[src/bpss_pkg.sv]
// ----------------------------------------------------------------------------
// bpss_pkg: shared types and constants for the balance steering unit
// Item and result layouts, configuration set, register indexes and motor codes.
// ----------------------------------------------------------------------------
package bpss_pkg;

  localparam int unsigned CFG_IDX_W  = 3;
  localparam int unsigned CFG_DATA_W = 24;
  localparam int unsigned GAIN_W     = 20;
  localparam int unsigned ILIM_W     = 24;
  localparam int unsigned DLIM_W     = 7;
  localparam int unsigned ANGLE_W    = 17;
  localparam int unsigned RATE_W     = 16;
  localparam int unsigned DRIVE_W    = 8;
  localparam int unsigned CMD_W      = 3;

  localparam logic [GAIN_W-1:0] KP_RESET   = 20'd3072;  // 12.0 in Q12.8
  localparam logic [GAIN_W-1:0] KI_RESET   = 20'd0;
  localparam logic [GAIN_W-1:0] KD_RESET   = 20'd0;
  localparam logic [ILIM_W-1:0] ILIM_RESET = 24'd25600;
  localparam logic [DLIM_W-1:0] DLIM_RESET = 7'd100;
  localparam logic [DLIM_W-1:0] DRIVE_CAP  = 7'd100;

  typedef enum logic [CFG_IDX_W-1:0] {
    CFG_KP_GAIN        = 3'd0,
    CFG_KI_GAIN        = 3'd1,
    CFG_KD_GAIN        = 3'd2,
    CFG_INTEGRAL_LIMIT = 3'd3,
    CFG_DRIVE_LIMIT    = 3'd4
  } cfg_idx_t;

  typedef enum logic [CMD_W-1:0] {
    CMD_STOP    = 3'd0,
    CMD_FORWARD = 3'd1,
    CMD_REVERSE = 3'd2,
    CMD_LEFT    = 3'd3,
    CMD_RIGHT   = 3'd4
  } motor_cmd_t;

  typedef struct packed {
    logic signed [GAIN_W-1:0] kp_gain;
    logic signed [GAIN_W-1:0] ki_gain;
    logic signed [GAIN_W-1:0] kd_gain;
    logic [ILIM_W-1:0]        integral_limit;
    logic [DLIM_W-1:0]        drive_limit;
  } cfg_t;

  typedef struct packed {
    logic                      run;
    logic                      sample_valid;
    logic signed [ANGLE_W-1:0] pitch_angle;
    logic signed [RATE_W-1:0]  angular_rate;
    logic                      front_left_line;
    logic                      front_right_line;
    logic                      rear_left_line;
    logic                      rear_right_line;
  } in_item_t;

  typedef struct packed {
    motor_cmd_t                motor_command;
    logic signed [DRIVE_W-1:0] drive_value;
  } result_t;

endpackage

[src/bpss_in_reg.sv]
// ----------------------------------------------------------------------------
// bpss_in_reg: input register stage
// Captures one tick word and holds it until the compute stage takes it.
// ----------------------------------------------------------------------------
module bpss_in_reg (
  input  logic               clk,
  input  logic               rst_n,
  input  logic               in_valid,
  output logic               in_ready,
  input  bpss_pkg::in_item_t in_item,
  input  logic               take,
  output logic               s_valid,
  output bpss_pkg::in_item_t s_item
);

  logic               valid_r;
  logic               valid_nxt;
  bpss_pkg::in_item_t item_r;
  logic               load;

  assign in_ready = !valid_r || take;
  assign load     = in_valid && in_ready;

  always_comb begin
    valid_nxt = valid_r;
    if (load) begin
      valid_nxt = 1'b1;
    end else if (take) begin
      valid_nxt = 1'b0;
    end
  end

  always_ff @(posedge clk) begin
    if (!rst_n) begin
      valid_r <= 1'b0;
    end else begin
      valid_r <= valid_nxt;
    end
  end

  always_ff @(posedge clk) begin
    if (load) begin
      item_r <= in_item;
    end
  end

  assign s_valid = valid_r;
  assign s_item  = item_r;

endmodule

[config.mk]
export PLATFORM = sky130hd
export DESIGN_NAME = bpss_in_reg
export DESIGN_NICKNAME = d
export VERILOG_FILES = /design/src/bpss_pkg.sv /design/src/bpss_in_reg.sv
export SDC_FILE = /design/constraint.sdc
export NUM_CORES = 1
export LEC_CHECK = 0
export BUFFER_PORTS_ARGS = -buffer_cell sky130_fd_sc_hd__buf_2
export CAP_MARGIN = 30
export CORE_MARGIN = 2
export CORE_UTILIZATION = 36
export CTS_CLUSTER_DIAMETER = 200
export CTS_CLUSTER_SIZE = 8
export DETAILED_ROUTE_END_ITERATION = 10
export PLACE_DENSITY = 0.74
export SLEW_MARGIN = 10
export SYNTH_ARGS = -nofsm -noshare
export SYNTH_HDL_FRONTEND = slang
export SYNTH_SLANG_ARGS = --single-unit
[constraint.sdc]
create_clock -name clk -period 1 [get_ports clk]
set_input_delay 0.05 -clock clk [delete_from_list [all_inputs] [get_ports clk]]
set_output_delay 0.05 -clock clk [all_outputs]
set_load 0.01 [all_outputs]
Yosys cells after proc, flatten, opt, wreduce, memory -nomap -nowiden

Cells that the tools add are included.

Mux-type cells: 2
Reductions and logical operators: 4

Operator list:

| operator           | number |
|---|---|
| 1-bit two-way mux  | 2 |
| 2-bit nonzero test | 1 |
| 1-bit logical AND  | 1 |
| 1-bit zero test    | 1 |
| 1-bit logical OR   | 1 |

Input bits: 43
Output and inout port bits: 41
Logic and storage cells: 15
Register bits after elaboration: 40

Depth between registers and ports, before layout

Depth in word-level cells: 4
Mapped depth: 2
Depth with buffers taken out: 2

Worst setup path after synthesis

No wires, ideal clock.

Path kind: register to register
From: reg valid_r, in the netlist s_valid
To: reg item_r (netlist bit s_item[0]) (enable)
Data required time: 649 ps
Period minus slack after synthesis: 1,190 ps
Path buffers: 0
Cell stages (with the launch flop): 3
Slack: -190 ps
Arrival: 839 ps
Library setup time: 351 ps
Cell sequence: dfxtp_1 > nand2b_4 > and2_4

Cells in the longest elaborated chain, start to end: 3

RTL lines:

| what                     | line              | source |
|---|---|---|
| start: declaration       | bpss_in_reg.sv:16 | `logic valid_r;` |
| start signal: assignment | bpss_in_reg.sv:37 | `valid_r <= valid_nxt;` |
| 1-bit zero test          | bpss_in_reg.sv:21 | `assign in_ready = !valid_r \|\| take;` |
| 1-bit logical OR         | bpss_in_reg.sv:21 |  |
| net in_ready             | bpss_in_reg.sv:9  | `output logic in_ready,` |
| 1-bit logical AND        | bpss_in_reg.sv:22 | `assign load = in_valid && in_ready;` |
| net load                 | bpss_in_reg.sv:19 | `logic load;` |
| end signal: assignment   | bpss_in_reg.sv:43 | `item_r <= in_item;` |
| end: declaration         | bpss_in_reg.sv:18 | `bpss_pkg::in_item_t item_r;` |

The timed path passes the listed nets, and every way through them passes these cells.
A chain may end at the register's enable or synchronous reset.

Worst setup path in the final report

From: reg valid_r, in the netlist s_valid
To: reg item_r (netlist bit s_item[27]) (enable)

Cells in the longest elaborated chain, start to end: 3

RTL lines:

| what              | line |
|---|---|
| 1-bit zero test   | bpss_in_reg.sv:21 |
| 1-bit logical OR  | bpss_in_reg.sv:21 |
| 1-bit logical AND | bpss_in_reg.sv:22 |
| net load          | bpss_in_reg.sv:19 |

The timed path passes the listed nets, and every way through them passes these cells.

==> impl_metrics.py <==
metrics = {
    "worst_setup_path": {
        "critPathRequiredTime_ns": 1.04,
        "reg2reg_slack_ns": -0.03,
        "critical_path.endpoint_type": "register",
        "path_class": "reg2reg",
        "cp.arrival_ns": 1.08,
        "cp_max_fo": 17,
        "crit_path_start_kind": "register",
    },
    "yosys": {
        "synth_edf_count": 39,
        "ys_ff_latch": 40,
        "ys_seq_area_share_pct": 96.9,
        "syn_area_um2": 1230,
        "yosys-top-cells-area": "edfxtp_1 (95%), dfxtp_1 (1.6%), nand2b_4 (1.1%)",
        "syn_inst": 44,
        "synth_area_leader_cell": "edfxtp_1",
        "synth_cell_type_count": 6,
        "synth_top_area_share_pct": 95.3,
        "synth_nets": 87,
        "yosys_warnings": 0,
        "synth_top_flop_cell": "edfxtp_1",
        "synth_area_per_cell_um2": 27.9,
        "synthArstFlopShare_pct": 0,
        "synth_most_common_cell": "edfxtp_1",
    },
    "floorplan": {
        "initial_core_util_pct": 37.1,
        "die_area_um2": 3900,
        "die_y_um": 62.4,
        "ios": 84,
        "die_w_um": 62.4,
        "std_cell_rows": 21,
        "coreArea_um2": 3310,
    },
    "clock_network": {
        "cts_root_buffer": "clkbuf_4",
        "clk_pin_slew_ns": 0.10,
        "cts.sinks": 40,
        "clk_latency_ns": 0.32,
        "cts_inserted_buffers": 5,
        "htreeDepth": 2,
        "cts_tree": "done",
        "clock_path_buffers": 2,
    },
    "placed_design": {
        "routabilityCongestion": 0.658,
        "place_area_um2": 1760,
        "io_buffer_count": 83,
    },
    "global_route": {
        "grt_max_degree": 18,
        "grt_pass1_vias": 900,
        "grt_antenna_before_repair": 0,
        "globalRouteTotalUtil_pct": 16.7,
        "overflow": 0,
        "grt_pass1_wl_um": 4670,
    },
    "power_and_ir_drop": {
        "peakVddDrop_mv": 0.772,
        "power_mw": 3.40,
        "power.leakage_nw": 0.988,
        "pwr_density_cell_nw_per_um2": 1500,
    },
    "route": {
        "drt_pass1_iterations": 4,
        "vias_per_cell": 4.05,
        "ant_nets": 0,
        "vias": 923,
        "drt_iter0_drc": 33,
        "routed_wl_um": 2980,
        "avgRoutedWirePerCell_um": 13.1,
        "remaining_drc_errors": 0,
    },
    "finish": {
        "fillers": 226,
        "n_antenna_cell": 0,
        "fin_nets": 224,
        "drive_gt1_share_pct": 54.9,
        "multi_input_area_um2": 33.8,
        "final_area_um2": 2270,
        "fin_util_pct": 68.6,
        "seqCellArea_um2": 1190,
        "syn2layout_area_growth_pct": 84.7,
    },
    "sta": {
        "fin_crit_sh_pct": 103,
        "relSlewSlack_pct": 92.9,
        "hold_violations": 0,
        "period_needed_ns": 1.03,
        "skew_ns": 0.00361,
        "rsz0062_at_grt": "yes",
        "finalSetupViolCount": 38,
        "layout_setup_ws_ns": -0.0331,
        "worst_slew_pin_slew_ns": 0.107,
        "fin_setup_tns_ns": -0.876,
        "slew_viol_final": 0,
        "max_freq_mhz": 968,
    },
    "status": {
        "status": "complete, but fails checks",
        "violations": "setup timing",
    },
    "flow_run": {
        "max_cap_violations": 0,
    },
    "worst_hold_path": {
        "min_path_type": "in2reg",
    },
}
-- power breakdown --
| group | switching (mW) | internal (mW) | total [mW] |
|---|---|---|---|
| Combinational | 0.179 | 0.265 | 0.444 |
| Clock | 0.457 | 0.524 | 0.981 |
| Sequential | 0.0256 | 1.95 | 1.98 |
-- cells by family (layout without fill, tap and decap cells) --
group / count (synthesis) / count (layout) / synth area share [%]
compound gates: 1 / 1 / 0.916
flops: 40 / 40 / 96.9
simple gates: 2 / 2 / 1.83
buf+inv: 1 / 139 / 0.305
-- registers in the layout, indices dropped and copies added (netlist names) --
signal,flops
s_item,39
s_valid,1
-- area by class of cell --
class,count,share of cell area (%)
Sequential cell,40,52.5
Timing Repair Buffer,130,39.9
Tap cell,46,2.54
Clock buffer,6,1.82
Clock inverter,2,1.54
Multi-Input combinational cell,3,1.49
Inverter,1,0.165
-- layer usage --
layer  up-vias  part of all wire [%]  global-route usage [%]
met4         0                  0.80                    6.67
met5         -                     0                       0
met1       409                    38                    19.4
met3         2                    11                    6.67
met2        64                    50                    27.8
li1        448                     -                       -
-- worst paths after layout --
| path | startpoint | endpoint | depth (start not counted) |
|---|---|---|---|
| max reg2reg | s_valid | s_item[27] | 3 |
| min | take | s_valid | 5 |
| min reg2reg | s_valid | s_valid | 4 |
| max | s_valid | s_item[27] | 3 |
-- worst max-delay path, cell delays in order, from the launching register on --
cell and delay [ns]:
dfxtp_2 0.35, nand2b_4 0.07, and2_4 0.18, buf_12 0.16
-- layout by cell type (no fill, tap or decap) --
cell type / count
clkinv_2: 1
a21boi_2: 1
buf_12: 2
buf_4: 3
buf_2: 82
bufinv_16: 1
buf_6: 2
clkbuf_4: 5
nand2b_4: 1
dlygate4sd3_1: 41
and2_4: 1
dfxtp_2: 1
inv_1: 1
clkbuf_1: 1
edfxtp_1: 39
-- through the flow --
stage / hold slack (ns) / instances / worst slack (ns)
finish: 0.171 / 228 / -0.0331
global route: 0.167 / 228 / -0.0652
CTS: 0.149 / 227 / -0.0376
detailed placement: 0.228 / 177 / -0.0129
global placement: 0.227 / 177 / 0.00251
floorplan: 0.149 / 44 / -0.160
-- repair_timing --
action                     in CTS  in global routing
resized for setup               2                  0
setup buffers                   1                  1
setup endpoints to repair      39                 40
cloned                          0                  0
pin swaps                       0                  0
hold buffers                   41                  0
hold endpoints to repair       40                  0
Note: power is estimated with default switching activity, not from simulation.
