===== src/bpss_pkg.sv =====
// ----------------------------------------------------------------------------
// bpss_pkg: shared types and constants for the balance steering unit
// Item and result layouts, configuration set, register indexes and motor codes.
// ----------------------------------------------------------------------------
package bpss_pkg;

  localparam int unsigned CFG_IDX_W  = 3;
  localparam int unsigned CFG_DATA_W = 24;
  localparam int unsigned GAIN_W     = 20;
  localparam int unsigned ILIM_W     = 24;
  localparam int unsigned DLIM_W     = 7;
  localparam int unsigned ANGLE_W    = 17;
  localparam int unsigned RATE_W     = 16;
  localparam int unsigned DRIVE_W    = 8;
  localparam int unsigned CMD_W      = 3;

  localparam logic [GAIN_W-1:0] KP_RESET   = 20'd3072;  // 12.0 in Q12.8
  localparam logic [GAIN_W-1:0] KI_RESET   = 20'd0;
  localparam logic [GAIN_W-1:0] KD_RESET   = 20'd0;
  localparam logic [ILIM_W-1:0] ILIM_RESET = 24'd25600;
  localparam logic [DLIM_W-1:0] DLIM_RESET = 7'd100;
  localparam logic [DLIM_W-1:0] DRIVE_CAP  = 7'd100;

  typedef enum logic [CFG_IDX_W-1:0] {
    CFG_KP_GAIN        = 3'd0,
    CFG_KI_GAIN        = 3'd1,
    CFG_KD_GAIN        = 3'd2,
    CFG_INTEGRAL_LIMIT = 3'd3,
    CFG_DRIVE_LIMIT    = 3'd4
  } cfg_idx_t;

  typedef enum logic [CMD_W-1:0] {
    CMD_STOP    = 3'd0,
    CMD_FORWARD = 3'd1,
    CMD_REVERSE = 3'd2,
    CMD_LEFT    = 3'd3,
    CMD_RIGHT   = 3'd4
  } motor_cmd_t;

  typedef struct packed {
    logic signed [GAIN_W-1:0] kp_gain;
    logic signed [GAIN_W-1:0] ki_gain;
    logic signed [GAIN_W-1:0] kd_gain;
    logic [ILIM_W-1:0]        integral_limit;
    logic [DLIM_W-1:0]        drive_limit;
  } cfg_t;

  typedef struct packed {
    logic                      run;
    logic                      sample_valid;
    logic signed [ANGLE_W-1:0] pitch_angle;
    logic signed [RATE_W-1:0]  angular_rate;
    logic                      front_left_line;
    logic                      front_right_line;
    logic                      rear_left_line;
    logic                      rear_right_line;
  } in_item_t;

  typedef struct packed {
    motor_cmd_t                motor_command;
    logic signed [DRIVE_W-1:0] drive_value;
  } result_t;

endpackage


===== src/bpss_out_reg.sv =====
// ----------------------------------------------------------------------------
// bpss_out_reg: result register
// Holds one result word until the downstream side takes it.
// ----------------------------------------------------------------------------
module bpss_out_reg (
  input  logic              clk,
  input  logic              rst_n,
  input  logic              s_valid,
  input  bpss_pkg::result_t s_result,
  output logic              advance,
  output logic              out_valid,
  input  logic              out_ready,
  output bpss_pkg::result_t out_result
);

  logic              valid_r;
  logic              valid_nxt;
  bpss_pkg::result_t result_r;
  logic              load;

  assign advance = !valid_r || out_ready;
  assign load    = s_valid && advance;

  always_comb begin
    valid_nxt = valid_r;
    if (load) begin
      valid_nxt = 1'b1;
    end else if (out_ready) begin
      valid_nxt = 1'b0;
    end
  end

  always_ff @(posedge clk) begin
    if (!rst_n) begin
      valid_r <= 1'b0;
    end else begin
      valid_r <= valid_nxt;
    end
  end

  always_ff @(posedge clk) begin
    if (load) begin
      result_r <= s_result;
    end
  end

  assign out_valid  = valid_r;
  assign out_result = result_r;

endmodule


===== config.mk =====
export PLATFORM = sky130hd
export DESIGN_NAME = bpss_out_reg
export DESIGN_NICKNAME = d
export VERILOG_FILES = /design/src/bpss_pkg.sv /design/src/bpss_out_reg.sv
export SDC_FILE = /design/constraint.sdc
export NUM_CORES = 1
export LEC_CHECK = 0
export BUFFER_PORTS_ARGS = -buffer_cell sky130_fd_sc_hd__buf_2
export CORE_AREA = 2 2 39 41
export DETAILED_ROUTE_END_ITERATION = 8
export DIE_AREA = 0 0 41 43
export PLACE_DENSITY = 0.64
export SLEW_MARGIN = 20
export SYNTH_ARGS = -nofsm -noshare
export SYNTH_HDL_FRONTEND = slang
export SYNTH_SLANG_ARGS = --single-unit

===== constraint.sdc =====
create_clock -name clk -period 2.2 [get_ports clk]
set_clock_uncertainty 0.2 [all_clocks]
set_input_delay 0.33 -clock clk [delete_from_list [all_inputs] [get_ports clk]]
set_output_delay 0.33 -clock clk [all_outputs]
set_load 0.02 [all_outputs]

---- Yosys cells after proc, flatten, opt, wreduce, memory -nomap -nowiden ----
Cells that the tools add are included.
storage, ports and cells
  word-level logic and storage cells ...... 9
  register bits ........................... 12
cells by class
  muxes and demuxes ....................... 2
  reductions and logical operators ........ 4
operators by type and width
  kind                count
  1-bit 2-to-1 mux    2
  2-bit nonzero test  1
  1-bit logical AND   1
  1-bit zero test     1
  1-bit logical OR    1

---- Logic depth before layout (Yosys ltp) ----
Gate-level depths: netlist of the first run.
  word-level depth ........................ 4
  mapped depth ............................ 2

---- Worst setup path after synthesis of the first run ----
Ideal clock, no wire load.
  kind .................................... register to register
  start point ............................. reg valid_r (netlist: out_valid)
  end point ............................... reg result_r, in the netlist out_result[0], enable pin
  path buffers ............................ 0
  arrival time ............................ 799 ps
  cell stages (with the launch flop) ...... 3
  path slack .............................. 949 ps
  path through ............................ dfxtp_1 -> nand2b_4 -> and2_4
between the ends
  word-level cells in the longest chain between the ends .. 3
RTL lines
  what                    line                RTL
  from (decl)             bpss_out_reg.sv:16  logic valid_r;
  from (signal assigned)  bpss_out_reg.sv:37  valid_r <= valid_nxt;
  1-bit zero test         bpss_out_reg.sv:21  assign advance = !valid_r || out_ready;
  1-bit logical OR        bpss_out_reg.sv:21
  net advance             bpss_out_reg.sv:10  output logic advance,
  1-bit logical AND       bpss_out_reg.sv:22  assign load = s_valid && advance;
  net load                bpss_out_reg.sv:19  logic load;
  to (signal assigned)    bpss_out_reg.sv:43  result_r <= s_result;
  to (decl)               bpss_out_reg.sv:18  bpss_pkg::result_t result_r;
The timed path passes the listed nets, and every way through them passes these cells.
A chain may end at the register's enable or synchronous reset.

---- Worst setup path in the final report of the first run ----
  start point ............................. reg valid_r (netlist: out_valid)
  end point ............................... out advance
between the ends
  word-level cells in the longest chain between the ends .. 2
RTL lines
  what              line
  1-bit zero test   bpss_out_reg.sv:21
  1-bit logical OR  bpss_out_reg.sv:21
  to (decl)         bpss_out_reg.sv:10
Every way passes these cells.

==> results of run 1 <==
[cell type report]
class	instances	area, um^2	area share [%]
Sequential cell	12	350	60.5
Timing Repair Buffer	27	135	23.3
Clock buffer	4	36.3	6.26
Multi-Input combinational cell	3	33.8	5.83
Tap cell	16	20.0	3.46
Inverter	1	3.75	0.648
[power groups by stage]
stage	Combinational [uW]	Sequential, uW	Clock, uW
2_1_floorplan	10.2	291	0
3_3_place_gp	53.1	274	0
3_5_place_dp	54.3	274	0
4_1_cts	54.2	269	177
5_1_grt	57.5	269	189
6_report	53.2	268	166
[cells by family after synthesis]
logic type	share of synthesized area (%)
flops	90.3
simple gates	5.81
compound gates	2.90
buf+inv	0.967
[per-stage QoR]
stage | utilization (%) | setup WS, ps | power [uW] | instance area (um^2)
after global placement | 39.2 | 945 | 327 | 543
after CTS | 41.9 | 778 | 500 | 579
final | 41.9 | 800 | 487 | 579
after floorplan | - | 949 | 301 | 388
after detailed placement | 39.2 | 930 | 328 | 543
after global routing | 41.9 | 746 | 516 | 579
[state kept, by name, indices dropped and copies added (netlist names)]
register	cells
out_result	11
out_valid	1
[placed cells by master, fill, tap and decap left out]
master,synthesis,layout
clkbuf_4,0,3
edfxtp_1,11,11
and2_4,1,1
clkbuf_8,0,1
a21boi_2,1,1
dfxtp_1,1,1
buf_2,0,27
inv_1,1,1
nand2b_4,1,1
[layer usage]
| layer | global-route usage (%) | up-vias | part of all wire, % | routed length (um) |
|---|---|---|---|---|
| li1 | - | 123 | - | - |
| met1 | 12.4 | 112 | 38 | 270 |
| met2 | 10.9 | 26 | 43 | 306 |
| met3 | 5.76 | 0 | 19 | 135 |
| met4 | 6.00 | 0 | 0 | 0 |
| met5 | 0 | - | 0 | 0 |
[final timing paths]
path          startpoint       endpoint
max            out_valid        advance
min          s_result[9]  out_result[9]
max reg2reg    out_valid  out_result[4]
min reg2reg    out_valid      out_valid
==> metrics, run 1 <==
status completed; # Post-CTS Setup Buffers 0; reported max-cap violation count 0; Setup crit end kind primary output; CP bufs+invs 1; slew at the pin closest to its max-slew limit about 150 ps; post_cts resized 0; Final Hold Fails 0; fillers around 150; Post-Synthesis Cell Area between 300 and 400 um^2; ys async rst share 0%; Hold/Removal Path Class in -> reg; via-per-instance ratio between 4 and 5; Netlist cell types 6; total gr overflow 0; Post-Layout Cell Count 63; CTS Root Cell clkbuf_4; Fin Setup TNS 0 ps; ANT cells 0; Post-DRT Antenna Nets 0; area fraction of the dominant cell type after synthesis a little under nine tenths; Required @ worst endpoint between 1500 and 2000 ps; clock power share between 30% and 40%; wirelength, routed between 700 and 800 um; CTS tree built; P_int 386 uW; maximum clock rate roughly 710 MHz; DRT iter0 DRCs 1; CP max FO 3; maximum vdd ir drop 0.322 mV; cts hold-fix bufs 0; Synth Warn # 0; Psw 101 uW; Cell Pwr Density 841 mW/mm^2; sequential power share 55.1%; period utilisation layout between 60% and 70%; Slowest cell on crit path dfxtp_1; Vias approximately 260; drt wl/cell approximately 11 um; Die Height around 43 um; hold_ws 39.2 ps; CTS buffer count 3; Crit Path Category reg -> out; row cnt 14; Setup crit start kind register; number of setup violations in the final report 0; max_slew headroom around 90%; Post-synth EDFFs 11; CTS sink cnt 12; clk_lat worst skew 260 ps; most common cell in the synthesized netlist edfxtp_1; Sw Ratio 20.7%; post-synthesis instance total 16; initial antenna violation count 0; first-pass GRT wire length roughly 1000 um; R2R setup slack around 1100 ps; starting density of the core about 28%; Final nets 63; register area share after synthesis around nine tenths; Synth Register Bits 12; largest net degree at the start of global routing 12; Main synth FF type edfxtp_1; clk buf depth 2; fin. max-slew vios 0; DRC 0; cell family contributing the most delay on the critical path flip-flops; Mean Syn Cell Area 24.2 um^2; htree depth 1; chip width 41 um; Worst Hold Depth 1; area leader, netlist edfxtp_1; proportion of layout cells with a drive suffix above 1 ~72%; syn nets 31; drt pass-1 iters 2; RSZ-0062 raised after global routing no; Clock transition at path regs 70 ps; I/O pins 28; Leak 0.000262 uW; Tot GR Track Use 9.33%; Area contributors post-synth edfxtp_1, dfxtp_1, nand2b_4, a21boi_2, and2_4; port bufs 27; full die area around 0.0018 mm^2; vias in the first global route 229; synth-to-layout area growth 49.4%; min cycle time layout 1400 ps; Crit path depth 2; Worst EP arrival a little under 900 ps; Cells after DPL roughly 60; Cell Chain, Critical Path nand2b_4, buf_2; r2r worst-path depth 2; GPL Wtd Cong 0.607; Core Area around 0.0014 mm^2; combinational share of power between 10% and 20%; CP max stage delay roughly 380 ps
Power figures use the tool's default switching activity.
==> run 2, diff against run 1 <==
--- a/config.mk
+++ b/config.mk
@@ -9,7 +9,7 @@
 export CORE_AREA = 2 2 39 41
 export DETAILED_ROUTE_END_ITERATION = 8
 export DIE_AREA = 0 0 41 43
-export PLACE_DENSITY = 0.64
+export PLACE_DENSITY = 0.66
 export SLEW_MARGIN = 20
 export SYNTH_ARGS = -nofsm -noshare
 export SYNTH_HDL_FRONTEND = slang
==> constraint.sdc (replaced) <==
create_clock -name clk -period 1.27 [get_ports clk]
set_clock_uncertainty 0.2 [all_clocks]
set_input_delay 0.1905 -clock clk [delete_from_list [all_inputs] [get_ports clk]]
set_output_delay 0.1905 -clock clk [all_outputs]
set_load 0.02 [all_outputs]
==> metrics, run 2 (synthesized netlist as in run 1, its figures left out) <==
status completed; CTS tree built; Cell Pwr Density 1160 mW/mm^2 (+38%); Final nets 76 (+21%); Setup crit start kind register; number of setup violations in the final report 0 (unchanged); I/O pins 28 (unchanged); hold_ws 15.1 ps (-24.1 ps); maximum clock rate 829 MHz; fin. max-slew vios 0 (unchanged); DRT iter0 DRCs 0 (-1); Final Hold Fails 0 (unchanged); Worst Hold Depth 3 (+2); min cycle time layout 1210 ps; Multi-input gate area 33.8 um^2 (unchanged); max reg flops 11 (unchanged); cell family contributing the most delay on the critical path flip-flops; via-per-instance ratio 3.93 (-5.0%); Clock transition at path regs 60 ps (about the same); vias in the first global route 296 (+29%); wirelength, routed 748 um (+5.1%); Cell Chain, Critical Path nand2b_4, buf_2; port bufs 27 (unchanged); Crit Path Category reg -> out; total gr overflow 0 (unchanged); row cnt 14 (unchanged); full die area 0.00176 mm^2 (unchanged); P_int 643 uW (+66%); Hold/Removal Path Class in -> reg; r2r worst-path depth 2 (unchanged); Psw 169 uW (+68%); Layout Utilization 50.6% (+8.8 points); synth-to-layout area growth 80.6%; CTS sink cnt 12 (unchanged); starting density of the core 28.0% (unchanged); htree depth 1 (unchanged); CTS buffer count 3 (unchanged); CP bufs+invs 1 (unchanged); RSZ-0062 raised after global routing no; Crit path depth 2 (unchanged); commonest non-fill, non-tap cell in the layout buf_2; DRC 0 (unchanged); R2R setup slack 150 ps (-900 ps); maximum vdd ir drop 0.537 mV (+67%); sequential power share 57.3% (+2.2 points); GPL Wtd Cong 0.610 (+0.59%); max_slew headroom 90.5% (+0.38 points); slew at the pin closest to its max-slew limit 143 ps (-5.65 ps); commonest non-fill, non-tap cells in the layout buf_2, dlygate4sd3_1, edfxtp_1, clkbuf_4; Slowest cell on crit path dfxtp_2; drt pass-1 iters 1 (-1); Sw Ratio 20.8% (+0.11 points); reported max-cap violation count 0 (unchanged); Setup crit end kind primary output; Detailed Place HPWL about 570 um; proportion of layout cells with a drive suffix above 1 56.7% (-16 points); clk buf depth 2 (unchanged); Core Area 0.00138 mm^2 (unchanged); clk_lat worst skew 250 ps (about the same); Worst EP arrival 820 ps (-50 ps); drt wl/cell 9.84 um (-13%); Die Height 43 um (unchanged); period utilisation layout about 95%; first-pass GRT wire length 1080 um (+8.3%); Vias 299 (+15%); fillers 131 (-9.7%); CP max stage delay 350 ps (-30 ps); ANT cells 0 (unchanged); initial antenna violation count 0 (unchanged); Post-DRT Antenna Nets 0 (unchanged); Fin Setup TNS 0 ps (unchanged); Required @ worst endpoint 880 ps (-790 ps); chip width 41 um (unchanged); clock power share 27.7% (-6.3 points); Leak 0.000311 uW (+19%); combinational share of power 15.0% (+4.1 points); CP max FO 3 (unchanged); largest net degree at the start of global routing 12 (unchanged); Tot GR Track Use 9.12% (-0.21 points); FF+latch area 352 um^2 (+0.36%); CTS Root Cell clkbuf_4
run 2: changes by cell type in the layout (fill, tap and decap cells not counted), sizes merged:
| cell | previous run | this run |
|---|---|---|
| dlygate4sd3 | 0 | 13 |
run 2: repair_timing:
item	in CTS	in global routing
buffers inserted	0	0
hold buffers	13	0
setup endpoints to repair	0	1
resized for setup	0	1
endpoints found under the hold margin	12	0
run 2: layer usage:
layer,global-route usage [%],vias up,share of wire [%]
met5,0,-,0
met4,4.00,0,0
met1,9.97,123,41
met3,3.14,0,14
met2,15.0,27,44
li1,-,149,-
run 2: cell type report:
type	instances	share of cell area, %
Sequential cell	12	50.2
Clock buffer	4	3.75
Timing Repair Buffer	40	37.9
Inverter	1	0.536
Multi-Input combinational cell	3	4.82
Tap cell	16	2.86
run 2: path summary, 6_finish.rpt:
check	from	to
min	out_ready	out_valid
max reg2reg	out_valid	out_result[10]
min reg2reg	out_valid	out_valid
max	out_valid	advance
run 2: tightest hold or removal path, delay by kind of cell:
kind / cells / cell delay (ps)
buffers and inverters: 1 / 80
AND/OR/NAND/NOR: 1 / 120
AO/OA/AOI/OAI: 1 / 50
run 2: power by group through the flow:
stage	sequential, uW	clock (uW)	combinational (uW)
floorplan	504	0	17.6
global placement	473	0	92.0
detailed placement	474	0	92.9
CTS	465	238	123
global route	467	260	133
finish	465	225	122
run 2: stage by stage:
stage          total power, uW  area, um^2  worst slack [ps]  instances
6_report                   812         701              63.5         76
3_5_place_dp               567         543               134         59
4_1_cts                    826         699              17.9         76
2_1_floorplan              521         388              18.9         16
3_3_place_gp               565         543               159         59
5_1_grt                    859         701              27.6         76
==> run 3, diff against run 2 <==
--- a/config.mk
+++ b/config.mk
@@ -6,10 +6,12 @@
 export NUM_CORES = 1
 export LEC_CHECK = 0
 export BUFFER_PORTS_ARGS = -buffer_cell sky130_fd_sc_hd__buf_2
-export CORE_AREA = 2 2 39 41
+export CELL_PAD_IN_SITES_DETAIL_PLACEMENT = 1
+export CELL_PAD_IN_SITES_GLOBAL_PLACEMENT = 1
+export CORE_MARGIN = 1.5
+export CORE_UTILIZATION = 25
 export DETAILED_ROUTE_END_ITERATION = 8
-export DIE_AREA = 0 0 41 43
-export PLACE_DENSITY = 0.66
+export PLACE_DENSITY = 0.71
 export SLEW_MARGIN = 20
 export SYNTH_ARGS = -nofsm -noshare
 export SYNTH_HDL_FRONTEND = slang
==> metrics, run 3 (synthesized netlist as in run 1, its figures left out) <==
status completed; P_int 643 uW (about the same); initial antenna violation count 0 (unchanged); Cell Chain, Critical Path nand2b_4, buf_2; proportion of layout cells with a drive suffix above 1 56.7% (unchanged); commonest non-fill, non-tap cells in the layout buf_2, dlygate4sd3_1, edfxtp_1, clkbuf_4; synth-to-layout area growth 80.6% (unchanged); slew at the pin closest to its max-slew limit 145 ps (+2.69 ps); Worst EP arrival 830 ps (about the same); port bufs 27 (unchanged); Leak 0.000311 uW (unchanged); r2r worst-path depth 2 (unchanged); Fin Setup TNS 0 ps (unchanged); Psw 179 uW (+5.8%); largest net degree at the start of global routing 12 (unchanged); hold wc startpoint out_ready; reg2reg end out_result[1]; maximum vdd ir drop 0.565 mV (+5.3%); DRC 0 (unchanged); sequential power share 56.6% (-0.7 points); RR Startpoint out_valid; CTS sink cnt 12 (unchanged); drt wl/cell 11.6 um (+17%); DRT iter0 DRCs 0 (unchanged); period utilisation layout 95.9% (+0.94 points); wirelength, routed 878 um (+17%); number of setup violations in the final report 0 (unchanged); Sw Ratio 21.7% (+0.94 points); CTS buffer count 3 (unchanged); Final nets 76 (unchanged); clock power share 28.5% (+0.8 points); FF+latch area 352 um^2 (unchanged); combinational share of power 14.9% (about the same); Tot GR Track Use 10.7% (+1.6 points); Cell Pwr Density 1170 mW/mm^2 (+1.2%); max reg flops 11 (unchanged); first-pass GRT wire length 1350 um (+25%); CTS tree built; starting density of the core 26.4% (-1.7 points); vias in the first global route 334 (+13%); Core Area 0.00147 mm^2 (+6.3%); Worst Hold Depth 3 (unchanged); reported max-cap violation count 0 (unchanged); row cnt 14 (unchanged); Hold/Removal Path Class in -> reg; chip width 42.4 um (+3.4%); Die Height 42.4 um (-1.4%); Clock transition at path regs 70 ps (about the same); ANT cells 0 (unchanged); Post-DRT Antenna Nets 0 (unchanged); commonest non-fill, non-tap cell in the layout buf_2; drt pass-1 iters 1 (unchanged); Multi-input gate area 33.8 um^2 (unchanged); Setup crit end kind primary output; via-per-instance ratio 4.05 (+3.0%); fillers 171 (+31%); full die area 0.00180 mm^2 (+1.9%); R2R setup slack 140 ps (about the same); Cells after DPL 59 (unchanged); RSZ-0062 raised after global routing no; clk_lat worst skew 260 ps (about the same); CP max stage delay 350 ps (about the same); htree depth 1 (unchanged); total gr overflow 0 (unchanged); I/O pins 28 (unchanged); Vias 308 (+3.0%); Slowest cell on crit path dfxtp_2; Layout Utilization 47.6% (-3.0 points); GPL Wtd Cong 0.644 (+5.5%); clk buf depth 2 (unchanged); Required @ worst endpoint 880 ps (about the same); Final Hold Fails 0 (unchanged); hold endpoint out_valid; Setup crit start kind register; hold_ws 8.39 ps (-6.73 ps); CTS Root Cell clkbuf_4; CP max FO 3 (unchanged); maximum clock rate 821 MHz (-0.98%); Crit Path Category reg -> out; Post-Layout Cell Count 76 (unchanged); max_slew headroom 90.3% (-0.18 points); fin. max-slew vios 0 (unchanged); min cycle time layout 1220 ps (+11.9 ps); # Post-CTS Setup Buffers 0 (unchanged)
[run 3: critical path, delay by kind of cell, from the launching register on]
kind,cells,cell delay (ps)
flops,1,350
buf+inv,1,160
simple gates,1,60
[run 3: routing by layer]
layer	vias to the layer above	share of wire (%)	global-route usage, %
li1	149	-	-
met1	134	36	10.1
met2	25	53	19.7
met3	0	12	3.88
met4	0	0	5.63
met5	-	0	0
[run 3: cell type report]
class / count / share of cell area [%]
repair buffers: 40 / 37.9
inverters: 1 / 0.536
flip-flops and latches: 12 / 50.2
multi-input cells: 3 / 4.82
clock buffers: 4 / 3.75
well taps: 16 / 2.86
[run 3: worst max-delay path by stage]
| stage | from | to | slack, ps | depth (start not counted) |
|---|---|---|---|---|
| floorplan | out_valid | out_result[0] | 20 | 2 |
| global placement | out_valid | out_result[5] | 150 | 2 |
| detailed placement | out_valid | out_result[8] | 130 | 2 |
| CTS | out_valid | advance | 6 | 2 |
| global route | out_valid | advance | 9 | 2 |
| finish | out_valid | advance | 50 | 2 |
[run 3: power groups by stage]
stage	registers, uW	logic (uW)	clock network, uW
6_report	465	123	234
5_1_grt	468	131	264
2_1_floorplan	504	17.6	0
4_1_cts	465	124	244
3_5_place_dp	474	93.9	0
3_3_place_gp	473	91.5	0
[run 3: metrics by stage]
step,setup slack [ps],cell area (um^2),total power [uW]
after global routing,9.32,701,863
after detailed placement,129,543,568
after global placement,154,543,565
final,51.5,701,822
after CTS,5.69,699,834
after floorplan,18.9,388,521
[run 3: what timing repair did]
| item | 4_1_cts | 5_1_grt |
|---|---|---|
| hold buffers | 13 | 0 |
| endpoints found under the setup margin | 0 | 1 |
| hold endpoints to repair | 12 | 0 |
| gates resized for setup | 0 | 1 |
